===== src/hdl/jhp_pkg.sv =====
// Package for the jitter histogram percentile block: constants, codes and word types.
// Used by every module in hdl/.
package jhp_pkg;

  localparam int HIST_BINS        = 600;
  localparam int BIN_WIDTH        = 10;
  localparam int MAX_WINDOW       = 1024;
  localparam int MAX_SHORT_WINDOW = 64;

  localparam int BIN_W   = $clog2(HIST_BINS);
  localparam int LPTR_W  = $clog2(MAX_WINDOW);
  localparam int SPTR_W  = $clog2(MAX_SHORT_WINDOW);
  localparam int FILL_W  = 11;
  localparam int SFILL_W = 7;
  localparam int CNT_W   = 16;

  localparam logic [12:0] LOW_FILL_VALUE = 13'd240;
  localparam logic [15:0] CNT_MAX        = 16'hFFFF;

  localparam logic [2:0] ACT_SNAP  = 3'd0;
  localparam logic [2:0] ACT_SKIP  = 3'd1;
  localparam logic [2:0] ACT_EMPTY = 3'd2;
  localparam logic [2:0] ACT_QUERY = 3'd3;
  localparam logic [2:0] ACT_CLEAR = 3'd4;

  localparam logic [0:0] REG_WINDOW_LEN     = 1'd0;
  localparam logic [0:0] REG_AVG_WINDOW_LEN = 1'd1;

  typedef struct packed {
    logic [2:0]  action;
    logic [15:0] duration_ms;
    logic [15:0] pending_min_ms;
  } in_word_t;

  typedef struct packed {
    logic [12:0] dev_a;
    logic [12:0] dev_b;
    logic [12:0] max_dur;
    logic [12:0] min_dur;
    logic [15:0] window_min_pending;
    logic [21:0] skip_total;
    logic [21:0] empty_total;
  } out_word_t;

  // Classified command handed from the front end to the back end.
  typedef struct packed {
    logic [2:0]       action;
    logic [BIN_W-1:0] bin;
    logic [15:0]      pending;
  } cmd_t;

endpackage


===== src/hdl/jhp_queue.sv =====
// Short command queue between the front and back ends.
// Depends on jhp_pkg.
module jhp_queue import jhp_pkg::*; (
  input  logic clk,
  input  logic rst,
  input  logic push,
  input  cmd_t push_cmd,
  input  logic pop,
  output logic not_empty,
  output logic nearly_full,
  output cmd_t head
);

  localparam int DEPTH = 4;
  cmd_t slots [DEPTH];
  logic [1:0] wr_ptr;
  logic [1:0] rd_ptr;
  logic [2:0] count;

  assign not_empty   = (count != 3'd0);
  assign nearly_full = (count >= 3'd2);
  assign head        = slots[rd_ptr];

  always_ff @(posedge clk) begin
    if (rst) begin
      wr_ptr <= '0;
      rd_ptr <= '0;
      count  <= '0;
    end else begin
      if (push) begin
        wr_ptr <= wr_ptr + 2'd1;
      end
      if (pop) begin
        rd_ptr <= rd_ptr + 2'd1;
      end
      count <= count + 3'(push) - 3'(pop);
    end
    if (push) begin
      slots[wr_ptr] <= push_cmd;
    end
  end

endmodule


===== config.mk =====
export PLATFORM = sky130hd
export DESIGN_NAME = jhp_queue
export DESIGN_NICKNAME = d
export VERILOG_FILES = /design/src/hdl/jhp_pkg.sv /design/src/hdl/jhp_queue.sv
export SDC_FILE = /design/constraint.sdc
export NUM_CORES = 1
export LEC_CHECK = 0
export BUFFER_PORTS_ARGS = -buffer_cell sky130_fd_sc_hd__buf_2
export CORE_ASPECT_RATIO = 0.5
export CORE_UTILIZATION = 35
export CTS_BUF_LIST = sky130_fd_sc_hd__clkbuf_8
export CTS_CLUSTER_DIAMETER = 30
export CTS_CLUSTER_SIZE = 20
export DETAILED_ROUTE_END_ITERATION = 12
export MAX_ROUTING_LAYER = met4
export PLACE_DENSITY_LB_ADDON = 0.25
export SYNTH_ARGS = -nofsm -noshare
export SYNTH_HDL_FRONTEND = slang
export SYNTH_SLANG_ARGS = --single-unit

===== constraint.sdc =====
create_clock -name clk -period 2.5 [get_ports clk]
set_clock_uncertainty 0.2 [all_clocks]
set_input_delay 0 -clock clk [delete_from_list [all_inputs] [get_ports clk]]
set_output_delay 0 -clock clk [all_outputs]
set_load 0.05 [all_outputs]

==> impl_summary.md <==
STA
The final worst-path setup slack is 0.2220 ns. Measured against its own limit, the worst slew margin works out to 64.80%. The sum of negative setup slack is 0 ns. The final count of pins violating max slew came to 0. Timing would allow up to 439.0 MHz. The clock period minus final worst setup slack is 2.278 ns. The final critical path takes up 91.12% of the cycle. The final hold violation count was 0.

Setup repair after global routing left no endpoint under its margin. The final hold slack is 0.1236 ns. The setup-violating endpoint count in the final report is 0. The pin slew with the least headroom to its limit is 0.5280 ns.

Clocking
Post-CTS timing repair inserted 0 buffers for setup. The sink count of the clock tree is 125. The root buffer cell chosen for the clock tree is clkbuf_8. The TritonCTS buffer count is 17. The H-tree generated during clock tree synthesis spans 4 levels. The clock transition at the registers of the reported paths is 0.06 ns. TritonCTS built the clock tree. The maximum root-to-sink buffer count is 2. Once the clock tree was built, the resizer swapped 0 gates to a different size. The number of hold buffers added after cts is 33.

For the worst-skew pair, the clock arrives at the later sink with an insertion delay of 0.42 ns.

Yosys
The post-synthesis sequential element count is 125. For this run, the leading register cell type out of synthesis is edfxtp_1. The cell with the most instances after synthesis is edfxtp_1. The total nets after synthesis is 237. In the synthesized netlist, the number of instances is 196. In the post-synthesis netlist, the biggest area contributors are edfxtp_1, mux4_2, dfxtp_1, ha_1, inv_1.

The post-synthesis area per instance is 23.65 um^2. The fraction of registers with async set or reset after synthesis is 0%. The number of warning messages in the yosys log is 0. The count of flip-flops with a built-in enable after synthesis is 116. The biggest area contributor in the post-synthesis netlist is edfxtp_1. By area, the combinational part of the netlist is dominated by multiplexers. The post-synthesis xor/xnor area fraction is 0.5668%. The part of the Yosys area used for sequential elements is 79.03%. Summing the areas of all compound-gate instances in the mapped netlist gives 0.4858% of the synthesized area. The share of synthesized cell area in full adder, half adder and majority cells is 2.321%.

The fraction of post-synthesis cell area in the top cell type by area is 75.14%. The synthesized netlist devotes 1.430% of its cell area to simple gates. Multiplexer cells account for 14.39% of the synthesized area.

By count the netlist is led by edfxtp_1, mux4_2, dfxtp_1. The count of cell types in the netlist is 22. After synthesis the cells add up to 4636 um^2.

Worst setup path
STA classifies the critical path endpoint as a flip-flop. The worst register-to-register path has a depth of 8. The register-to-register setup slack is 0.22 ns.

The type of the setup path with the least slack is flip-flop to flip-flop. Along the worst path, the maximum fanout reaches 2. Data on the critical path is required at its endpoint by 2.61 ns. In this run the critical register-to-register path is launched from count[0]$_SDFF_PP0_. The worst flop-to-flop path endpoint is count[1]$_SDFF_PP0_. The startpoint type of the worst setup path is a flip-flop. The worst endpoint data arrival time is 2.39 ns.

Place
The weighted congestion reported at the end of routability-driven placement is 0.6823. Port buffering added 63 buffers. The detailed placement HPWL is 5252 um.

The number of placed instances, taps included is 433. At the placement stage, the worst setup path has a slack of 0.6306 ns.

Finish
The area taken by multi-input logic gates is 894.6 um^2. In the final layout, flip-flops and latches occupy 3665 um^2. The post-route netlist has 40.49% of its cells at a drive strength greater than 1. The layout has 1095 filler cells. The relative area change from synthesis to final layout is 26.91%. The net count of the finished layout is 356. The number of diodes added for antenna fixing is 0.

Once layout is complete, the cells apart from fillers number 496.

Floorplanning
The die footprint is 13740 um^2. The horizontal die dimension is 164.8 um. The core region is 12770 um^2.

The number of primary I/O pins is 64. The starting utilization of the core area is 36.30%. The row count is 29. The height of the chip is 83.38 um.

Drt
The average detailed-routed wire length per instance is 16.21 um. The DRC violation count after routing is 0. The via count of the routed design is 2276. The final layout contains routed wiring with a total length of 8041 um.

The DRC violation total after the first TritonRoute iteration is 118. Once detail routing completed, the nets flagged for antenna violations numbered 0. The pre-antenna-repair detailed-routing pass consisted of 4 iterations. Dividing the detail-routed via count by the number of cells gives 4.589.

Power
The total power consumption of the routed design is 0.004825 W. The worst-case IR drop observed on VDD is 329.9 uV. In this run the static leakage power is 2.065 nW.

The power density over the cells is 820.1 nW/um^2.

GRT
The first global-routing pass estimated 12940 um of wire. Entering global routing, the biggest net connects 21 pins. Summed over all layers, the global routing overflow is 0.

The number of global-route vias before repair was 2448. The number of antenna violations at the first check in global routing is 0. The total global routing track utilization is 13.46%.

Min path
The tightest min-delay check is of the primary input to flip-flop type. The worst min-delay path endpoint is slots[1][24]$_DFFE_PP_. Counting instances, the worst hold path has a depth of 2. The origin of the worst min-delay path is push_cmd[24].

Flow run
The number of violations of the max-capacitance limit is 0.

Outcome
The run finished with clean final reports.
==> metrics by stage <==
step           cell area (um^2)  util (%)
2_1_floorplan              4636         -
3_3_place_gp               5209     40.78
3_5_place_dp               5209     40.78
4_1_cts                    5883     46.06
5_1_grt                    5883     46.06
6_report                   5883     46.06
==> how the worst max path moves through the flow <==
| stage | slack, ns | cells after the start | startpoint | to |
|---|---|---|---|---|
| final | 0.22 | 8 | count[0]$_SDFF_PP0_ | count[1]$_SDFF_PP0_ |
| after global routing | 0.14 | 8 | count[0]$_SDFF_PP0_ | count[1]$_SDFF_PP0_ |
| after CTS | 0.23 | 8 | count[0]$_SDFF_PP0_ | count[1]$_SDFF_PP0_ |
| after detailed placement | 0.63 | 4 | wr_ptr[0]$_SDFFE_PP0P_ | slots[2][9]$_DFFE_PP_ |
| after global placement | 0.69 | 4 | wr_ptr[0]$_SDFFE_PP0P_ | slots[2][5]$_DFFE_PP_ |
| after floorplan | 0.65 | 3 | wr_ptr[0]$_SDFFE_PP0P_ | slots[2][0]$_DFFE_PP_ |
==> cell families (layout without fill, tap and decap cells) <==
family / after synthesis / count (layout)
flops: 125 / 125
compound gates: 3 / 3
buf+inv: 14 / 144
xor+xnor: 3 / 3
mux: 30 / 30
simple gates: 13 / 13
fa+ha+maj: 8 / 8
==> routing by layer <==
metal,vias to the layer above,global-route usage [%],share of wire [%]
met4,0,6.005,1.4
met3,12,3.946,3.7
met2,44,21.01,51
met1,1177,16.22,44
li1,1043,-,-
met5,-,-,0
==> where the power goes <==
| group | leakage (nW) | total, W | internal (W) | switching (W) |
|---|---|---|---|---|
| combinational | 0.742 | 0.000841 | 0.000286 | 0.000555 |
| clock | 0.183 | 0.00154 | 0.000842 | 0.000702 |
| sequential | 1.14 | 0.00244 | 0.00241 | 0.0000342 |
| total | 2.07 | 0.00483 | 0.00353 | 0.00129 |
==> registers in the layout, summed over array words and instances (netlist names), named ones only <==
| register | count |
|---|---|
| count | 3 |
| wr_ptr | 2 |
| slots | 116 |
| rd_ptr | 2 |
==> worst max-delay path: stages, from the launching register on <==
cell,delay [ns]
dfxtp_1,0.35
inv_1,0.06
ha_1,0.26
inv_1,0.06
ha_1,0.13
inv_1,0.05
fa_1,0.48
nor2_1,0.05
dlygate4sd3_1,0.54
==> cell type report <==
cell class	instances	area share (%)
flip-flops and latches	125	62.29
repair buffers	107	12.59
well taps	170	3.615
inverters	7	0.4466
multi-input cells	57	15.21
clock inverters	13	1.872
clock buffers	17	3.977
==> cells in the final DEF, fill, tap and decap left out <==
master and count:
a21bo_2 1, o31ai_1 1, clkinv_2 4, fa_1 1, buf_4 10, nor2b_1 1
clkbuf_8 17, mux4_2 28, clkinvlp_4 1, inv_1 9, buf_12 1, ha_1 7
xnor2_1 3, bufinv_16 2, nor2_1 6, nand3b_1 1, dfxtp_2 1, edfxtp_1 116
a21oi_1 1, dfxtp_1 8, clkinv_1 4, and2_2 4, mux2i_1 1, mux4_1 1
nand3_1 1, buf_2 63, dlygate4sd3_1 33
Power figures use the tool's default switching activity.
