--- config.mk ---
export PLATFORM = sky130hd
export DESIGN_NAME = jhp_front
export DESIGN_NICKNAME = d
export VERILOG_FILES = /design/src/hdl/jhp_pkg.sv /design/src/hdl/jhp_front.sv
export SDC_FILE = /design/constraint.sdc
export NUM_CORES = 1
export LEC_CHECK = 0
export BUFFER_PORTS_ARGS = -buffer_cell sky130_fd_sc_hd__buf_2
export CAP_MARGIN = 20
export CORE_MARGIN = 4
export CORE_UTILIZATION = 50
export DETAILED_ROUTE_END_ITERATION = 10
export PLACE_DENSITY_LB_ADDON = 0.12
export SLEW_MARGIN = 20
export SYNTH_ARGS = -nofsm -noshare
export SYNTH_HDL_FRONTEND = slang
export SYNTH_SLANG_ARGS = --single-unit
--- constraint.sdc ---
create_clock -name clk -period 6.6 [get_ports clk]
set_input_delay 1.32 -clock clk [delete_from_list [all_inputs] [get_ports clk]]
set_output_delay 1.32 -clock clk [all_outputs]
set_load 0.05 [all_outputs]
--- src/hdl/jhp_pkg.sv ---
// Package for the jitter histogram percentile block: constants, codes and word types.
// Used by every module in hdl/.
package jhp_pkg;

  localparam int HIST_BINS        = 600;
  localparam int BIN_WIDTH        = 10;
  localparam int MAX_WINDOW       = 1024;
  localparam int MAX_SHORT_WINDOW = 64;

  localparam int BIN_W   = $clog2(HIST_BINS);
  localparam int LPTR_W  = $clog2(MAX_WINDOW);
  localparam int SPTR_W  = $clog2(MAX_SHORT_WINDOW);
  localparam int FILL_W  = 11;
  localparam int SFILL_W = 7;
  localparam int CNT_W   = 16;

  localparam logic [12:0] LOW_FILL_VALUE = 13'd240;
  localparam logic [15:0] CNT_MAX        = 16'hFFFF;

  localparam logic [2:0] ACT_SNAP  = 3'd0;
  localparam logic [2:0] ACT_SKIP  = 3'd1;
  localparam logic [2:0] ACT_EMPTY = 3'd2;
  localparam logic [2:0] ACT_QUERY = 3'd3;
  localparam logic [2:0] ACT_CLEAR = 3'd4;

  localparam logic [0:0] REG_WINDOW_LEN     = 1'd0;
  localparam logic [0:0] REG_AVG_WINDOW_LEN = 1'd1;

  typedef struct packed {
    logic [2:0]  action;
    logic [15:0] duration_ms;
    logic [15:0] pending_min_ms;
  } in_word_t;

  typedef struct packed {
    logic [12:0] dev_a;
    logic [12:0] dev_b;
    logic [12:0] max_dur;
    logic [12:0] min_dur;
    logic [15:0] window_min_pending;
    logic [21:0] skip_total;
    logic [21:0] empty_total;
  } out_word_t;

  // Classified command handed from the front end to the back end.
  typedef struct packed {
    logic [2:0]       action;
    logic [BIN_W-1:0] bin;
    logic [15:0]      pending;
  } cmd_t;

endpackage

--- src/hdl/jhp_front.sv ---
// Front end: takes input words, bins the duration and drops unused codes.
// Depends on jhp_pkg.
module jhp_front import jhp_pkg::*; (
  input  logic     clk,
  input  logic     rst,
  input  logic     in_valid,
  input  in_word_t in_word,
  input  logic     q_full,
  output logic     q_push,
  output cmd_t     q_cmd
);

  logic [15:0] quot;
  logic [BIN_W-1:0] bin_sat;

  // Duration by ten through a reciprocal multiply: (x*52429)>>19 is exact for 16 bits.
  logic [31:0] prod;
  assign prod = 32'(in_word.duration_ms) * 32'd52429;
  assign quot = 16'(prod[31:19]);

  always_comb begin
    if (quot >= 16'(HIST_BINS)) begin
      bin_sat = BIN_W'(HIST_BINS - 1);
    end else begin
      bin_sat = quot[BIN_W-1:0];
    end
  end

  always_ff @(posedge clk) begin
    if (rst) begin
      q_push <= 1'b0;
    end else begin
      q_push <= in_valid && !q_full && (in_word.action <= ACT_CLEAR);
    end
    q_cmd.action  <= in_word.action;
    q_cmd.bin     <= bin_sat;
    q_cmd.pending <= in_word.pending_min_ms;
  end

endmodule

==> results of run 1 <==
==> Yosys cell counts (all sizes together), types with 4 or more instances <==
cell type | number | area, um2
inv | 161 | 604
o211ai | 4 | 30.0
and2 | 4 | 25.0
fa | 80 | 1600
a211oi | 5 | 37.5
xor2 | 4 | 35.0
a31oi | 5 | 37.5
nor2 | 13 | 48.8
or2 | 5 | 31.3
o21ai | 16 | 83.8
or3 | 5 | 36.3
xnor2 | 7 | 61.3
ha | 131 | 1640
nand3 | 7 | 35.0
nand4 | 6 | 37.5
nor3 | 4 | 25.0
dfxtp | 30 | 601
nand2 | 19 | 71.3
a21oi | 22 | 121
a21o | 7 | 52.6
==> registers in the layout (all words and copies together), names as in the netlist <==
| signal | cells |
|---|---|
| q_cmd | 29 |
| q_push | 1 |
==> stage by stage <==
step	instance area (um2)	utilization [%]	hold slack, ns
2_1_floorplan	5610	-	1.35
3_3_place_gp	6770	62.1	1.42
3_5_place_dp	6770	62.1	1.42
4_1_cts	7000	64.3	1.14
5_1_grt	7200	66.1	1.14
6_report	7200	66.1	1.15
==> repair_timing <==
item,in CTS,in global routing
buffers inserted,0,5
pin swaps,11,32
gates resized for setup,21,35
endpoints found under the hold margin,0,0
setup endpoints to repair,7,9
==> layout make-up <==
type                       instances  area [um2]  area share (%)
clock buffer                       7        86.3            1.20
sequential                        30         601            8.34
clock inverter                     1        5.00          0.0695
multi-input combinational        387        4660            64.7
timing repair buffer             160        1070            14.8
tap                              140         175            2.43
inverter                         161         604            8.40
==> logic make-up (layout without fill, tap and decap cells) <==
logic type	after synthesis	count (layout)
and+or+nand+nor	81	81
adders and majority gates	211	211
AOI/OAI and AO/OA	82	82
xor gates and xnor gates	11	11
DFF	30	30
buffers and inverters	165	329
muxes	2	2
==> worst max path at each step <==
stage / start / endpoint / slack [ns] / cells after the start
2_1_floorplan: in_word[22] / q_cmd[16] / 0.003 / 20
3_3_place_gp: in_word[24] / q_cmd[17] / -0.39 / 20
3_5_place_dp: in_word[24] / q_cmd[17] / -0.49 / 20
4_1_cts: in_word[24] / q_cmd[17] / 0.003 / 21
5_1_grt: in_word[17] / q_cmd[17] / -0.19 / 22
6_report: in_word[19] / q_cmd[17] / -0.01 / 21
==> critical path, cell delays in order <==
cell and delay [ns]:
buf_8 0.11, ha_4 0.27, inv_2 0.04, fa_1 0.54, inv_2 0.04, fa_1 0.52
fa_1 0.43, fa_1 0.51, inv_2 0.04, fa_1 0.52, inv_2 0.05, ha_4 0.27
a21oi_4 0.16, o211a_1 0.23, nor2_4 0.06, or4_4 0.54, o21ai_4 0.18, nand2_2 0.08
a311oi_4 0.36, a31oi_4 0.08, or3_1 0.40
==> metal layers <==
| layer | GRT usage (%) | vias to the layer above | part of all wire, % |
|---|---|---|---|
| li1 | - | 2216 | - |
| met1 | 29.4 | 2144 | 43 |
| met2 | 40.2 | 122 | 50 |
| met3 | 2.18 | 28 | 5.1 |
| met4 | 5.77 | 0 | 2.5 |
| met5 | 0 | - | 0 |
==> flow_summary.yaml, run 1 <==
setup_path:
  crit_required_ns: 6.74
  end_kind: "flip-flop"
  cp.arrival_ns: 6.75
  critical_path_class: "input pin to flip-flop"
  startpoint_type: "input pin"
  crit_fanout: 7
routing:
  wirelength_mm: 14.3
  dr.pass1.iters: 4
  via_count: 4510
  ant_nets: 0
  vias_per_cell: 5.09
  drc: 0
  drtIter0Drc: 171
  wl_per_cell_um: 16.1
clocking:
  cts-hold-fix-buffers: 0
  cts_max_path_buffers: 2
  cts_root_buffer: "clkbuf_8"
  cts_buffers: 5
  clk_pin_slew_ns: 0.06
  cts_tree: "built"
  htreeDepth: 2
  cts_sinks: 30
die:
  die_h_um: 114
  core.rowCount: 38
  boundaryPins: 69
  die_area_mm2: 0.0129
  core-area_mm2: 0.0109
  die_w_um: 114
  start_util_pct: 51.3
global_routing:
  grt_pass1_vias: 4742
  grt_overflow_total: 0
  grt_usage_pct: 22.6
  grt_max_degree: 10
  grt_first_pass_wirelength_mm: 23.1
  antenna_found_initial: 0
cells_and_area:
  final_common_cell: "inv_1"
  diodes: 0
  fin_nets: 995
  drive_gt1_share_pct: 29.5
  n_fill_cell: 898
  syn_to_final_growth_pct: 28.8
  fin_cells: 886
  mostFrequentLayoutCells: "inv_1, ha_1, buf_4"
synth:
  synth.net_count: 832
  syn_inst: 582
  synth_fa_ha_area_share_pct: 58.0
  yosys.area_share.simple_pct: 7.97
  ys_warn_count: 0
  async_flop_share_pct: 0
  avgSynthCellArea_um2: 9.60
  syn_area_mm2: 0.00559
  ys_seq_area_share_pct: 10.8
  yosys.cell_types.count: 57
  synth.area.mux_share_pct: 0.358
  synth-xor-area-share_pct: 1.72
  synth-compound-area-share_pct: 10.1
  ys.flop_type: "dfxtp_1"
  synth_edf_count: 0
  yosys_register_bits: 30
  synth_top_family_by_area: "adder cells"
timing:
  worst_slew_pin_slew_ns: 0.550
  hold_viol_final: 0
  rsz0062_at_grt: "true"
  period_share_pct: 100
  fmax_mhz: 151
  worst_slack_ns: -0.00990
  slew_headroom_pct: 62.9
  min_period_ns: 6.61
  setup_viol: 1
  timing.setup.tns_ns: -0.00990
  drv_slew: 0
job:
  cap_violations: 0
outcome:
  status: "finished, violations left"
  violations: "negative setup slack"
placement:
  place_ws_ns: -0.487
  dp_cells: 873
  io_buffer_count: 68
  dp_hpwl_mm: 12.9
  finalWeightedCongestion: 0.906
hold_path:
  hp-class: "input pin to flip-flop"
  holdPathStages: 1
  hp-start: "in_word[7]"
  holdPathEnd: "q_cmd[7]"
Power of run 1 is left out: the tool's default activity adds up to more than one toggle a clock period on the data nets, which glitch-free logic cannot reach.
==> run 2: changes to the inputs <==
Settings changed: SKIP_CTS_REPAIR_TIMING set to 1.
==> flow_summary.yaml, run 2 (synthesis results as in run 1) <==
outcome:
  status: "completed"
setup_path:
  crit_fanout: 7
  end_kind: "flip-flop"
  critical_path_class: "input pin to flip-flop"
  cp.arrival_ns: 6.68
  slowest_stage: "fa_1"
  cpPeakStageDelay_ns: 0.54
  startpoint_type: "input pin"
  crit_family: "adder cells"
  cp.depth: 21
  crit_chain: "buf_8 > ha_4 > inv_2 > fa_1 > inv_2 > fa_1 > fa_1 > fa_1 > inv_2 > fa_1 > inv_2 > ha_4 > a21oi_4 > o211a_1 > nor2_4 > or4_4 > o21ai_4 > nand2_2 > a311oi_4 > a31oi_4 > or3_1"
  crit_required_ns: 6.74
  crit_path_end: "q_cmd[16]"
  cp_common_cell: "fa_1"
  critPathLaunch: "in_word[19]"
  crit_buf_inv: 5
global_routing:
  antenna_found_initial: 0
  grt_usage_pct: 22.4
  grt_first_pass_wirelength_mm: 23.0
  grt_max_degree: 10
  grt_overflow_total: 0
  grt_pass1_vias: 4733
timing:
  period_share_pct: 99.0
  hold_viol_final: 0
  rsz0062_at_grt: "true"
  drv_slew: 0
  min_period_ns: 6.54
  worst_slew_pin_slew_ns: 0.550
  slew_headroom_pct: 62.9
  setup_viol: 0
  timing.setup.tns_ns: 0
  fmax_mhz: 153
routing:
  vias_per_cell: 5.11
  wirelength_mm: 14.3
  wl_per_cell_um: 16.1
  drtIter0Drc: 176
  ant_nets: 0
  dr.pass1.iters: 5
  via_count: 4530
  drc: 0
die:
  core.rowCount: 38
  core-area_mm2: 0.0109
  boundaryPins: 69
  die_h_um: 114
  start_util_pct: 51.3
  die_area_mm2: 0.0129
  die_w_um: 114
placement:
  dp_cells: 873
  io_buffer_count: 68
  place_area_mm2: 0.00677
  dp_hpwl_mm: 12.9
  finalWeightedCongestion: 0.906
cells_and_area:
  syn_to_final_growth_pct: 29.2
  regMostFlops: "q_cmd"
  final_common_cell: "inv_1"
  diodes: 0
  largest_reg_flops: 29
  top_regs: "q_cmd: 29 flops, q_push: 1 flops"
  fin_cells: 886
  final_area_mm2: 0.00722
  mostFrequentLayoutCells: "inv_1, ha_1, buf_4"
  drive_gt1_share_pct: 29.9
  fin_nets: 995
hold_path:
  hp-class: "input pin to flip-flop"
clocking:
  cts_max_path_buffers: 2
  cts_root_buffer: "clkbuf_8"
  cts_tree: "built"
  htreeDepth: 2
  clk_pin_slew_ns: 0.06
  cts_buffers: 5
  cts_sinks: 30
job:
  cap_violations: 0
## run 2: routing by layer
metal	wire (um)	share of wire [%]	global-route usage (%)	up-vias
met5	0	0	0	-
met4	328	2.3	5.13	0
met3	765	5.4	2.18	24
met2	7080	50	40.0	133
met1	6080	43	29.3	2167
li1	-	-	-	2206
## run 2: stage by stage
| stage | hold WS (ns) | util, % | setup slack (ns) |
|---|---|---|---|
| final | 1.15 | 66.3 | 0.0645 |
| after global routing | 1.14 | 66.3 | -0.113 |
| after CTS | 1.14 | 63.0 | -0.208 |
| after detailed placement | 1.42 | 62.1 | -0.487 |
| after global placement | 1.42 | 62.1 | -0.386 |
| after floorplan | 1.35 | - | 0.00328 |
## run 2: worst min-delay path by stage
stage	depth (start not counted)	slack [ns]	to	start
finish	1	1.15	q_cmd[7]	in_word[7]
global placement	1	1.42	q_cmd[12]	in_word[12]
floorplan	0	1.35	q_cmd[0]	in_word[0]
global route	1	1.14	q_cmd[11]	in_word[11]
CTS	1	1.14	q_cmd[11]	in_word[11]
detailed placement	1	1.42	q_cmd[8]	in_word[8]
## run 2: area by class of cell
cell class	count	area (um2)
clock buffer	7	86.3
clock inverter	1	5.00
fill	894	3670
inverter	161	604
multi-input combinational	387	4680
sequential	30	601
tap	140	175
timing repair buffer	160	1060
Power of run 2 is left out for the same reason.
==> run 3: changes to the inputs <==
Settings changed: CELL_PAD_IN_SITES_DETAIL_PLACEMENT set to 1, CELL_PAD_IN_SITES_GLOBAL_PLACEMENT set to 1, CORE_MARGIN 4 to 8, CORE_UTILIZATION 50 to 42, GPL_ROUTABILITY_DRIVEN set to 0.
==> flow_summary.yaml, run 3 (synthesis results as in run 1) <==
die:
  die_w_um: 131
  die_area_mm2: 0.0172
  start_util_pct: 42.5
  die_h_um: 131
  core.rowCount: 42
  core-area_mm2: 0.0131
  boundaryPins: 69
cells_and_area:
  n_fill_cell: 1504
  final_common_cell: "inv_1"
  final_area_mm2: 0.00735
  diodes: 0
  regMostFlops: "q_cmd"
  top_regs: "q_cmd: 29 flops, q_push: 1 flops"
  fin_cells: 917
  mostFrequentLayoutCells: "inv_1, ha_1, buf_4"
  final_util_pct: 55.9
  syn_to_final_growth_pct: 31.6
  drive_gt1_share_pct: 30.5
  fin_nets: 991
  largest_reg_flops: 29
setup_path:
  crit_required_ns: 6.75
  critical_path_class: "input pin to flip-flop"
  startpoint_type: "input pin"
  crit_fanout: 7
  cp.arrival_ns: 6.69
  end_kind: "flip-flop"
clocking:
  htreeDepth: 2
  cts_max_path_buffers: 2
  cts_buffers: 5
  cts_sinks: 30
  cts_root_buffer: "clkbuf_16"
  clk_pin_slew_ns: 0.05
  cts_tree: "built"
placement:
  dp_cells: 907
  io_buffer_count: 68
  place_area_mm2: 0.00680
  dp_hpwl_mm: 14.9
routing:
  wl_per_cell_um: 18.7
  via_count: 4642
  drtIter0Drc: 116
  dr.pass1.iters: 4
  drc: 0
  vias_per_cell: 5.06
  wirelength_mm: 17.2
  ant_nets: 0
global_routing:
  grt_max_degree: 10
  grt_usage_pct: 18.8
  grt_pass1_vias: 5097
  grt_overflow_total: 0
  antenna_found_initial: 0
  grt_first_pass_wirelength_mm: 26.4
timing:
  fmax_mhz: 153
  timing.setup.tns_ns: 0
  worst_slew_pin_slew_ns: 0.593
  setup_viol: 0
  drv_slew: 0
  hold_viol_final: 0
  slew_headroom_pct: 59.9
  min_period_ns: 6.55
  rsz0062_at_grt: "true"
  period_share_pct: 99.2
hold_path:
  hp-class: "input pin to flip-flop"
  holdPathStages: 1
job:
  cap_violations: 0
outcome:
  status: "completed"
run 3: cell count changes in the layout (fill, tap and decap cells not counted), moves of 3 or more:
cell | before | now
clkbuf_8 | 6 | 0
ha_1 | 117 | 111
ha_4 | 13 | 19
clkbuf_16 | 0 | 5
inv_1 | 155 | 151
o21ai_1 | 0 | 4
buf_4 | 92 | 89
inv_2 | 6 | 9
run 3: through the flow:
stage                     setup slack [ns]  hold slack [ns]
after global placement              -0.385             1.42
final                               0.0544             1.15
after CTS                           -0.212             1.15
after global routing                -0.142             1.14
after floorplan                    0.00328             1.35
after detailed placement            -0.484             1.42
run 3: worst max-delay path, cell delays in order:
cell      delay [ns]
buf_8           0.11
ha_4            0.27
inv_2           0.04
fa_1            0.56
inv_2           0.05
fa_1            0.55
fa_2            0.45
fa_1            0.53
inv_2           0.05
fa_1            0.49
inv_2           0.04
ha_4            0.29
nand4_1         0.21
or3_4           0.43
nor3_4          0.19
a211oi_2        0.10
a21boi_2        0.17
a211oi_2        0.05
o21ai_1         0.22
a31oi_4         0.14
or3b_1          0.39
run 3: path summary, 6_finish.rpt:
check        end  slack (ns)         from
max    q_cmd[20]        0.05  in_word[18]
min    q_cmd[11]        1.15  in_word[11]
run 3: final cells by class:
class | count | area (um2) | share of cell area [%]
clock buffer | 5 | 125 | 1.70
clock inverter | 2 | 10.0 | 0.136
inverter | 161 | 607 | 8.26
multi-input combinational | 387 | 4750 | 64.6
sequential | 30 | 601 | 8.17
tap | 176 | 220 | 3.00
timing repair buffer | 156 | 1040 | 14.1
run 3: metal layers:
| layer | wire [um] | track usage (%) | up-vias |
|---|---|---|---|
| met5 | 0 | 0 | - |
| met2 | 8200 | 31.2 | 110 |
| li1 | - | - | 2204 |
| met1 | 7940 | 24.8 | 2307 |
| met3 | 683 | 2.67 | 21 |
| met4 | 358 | 5.62 | 0 |
Power of run 3 is left out for the same reason.
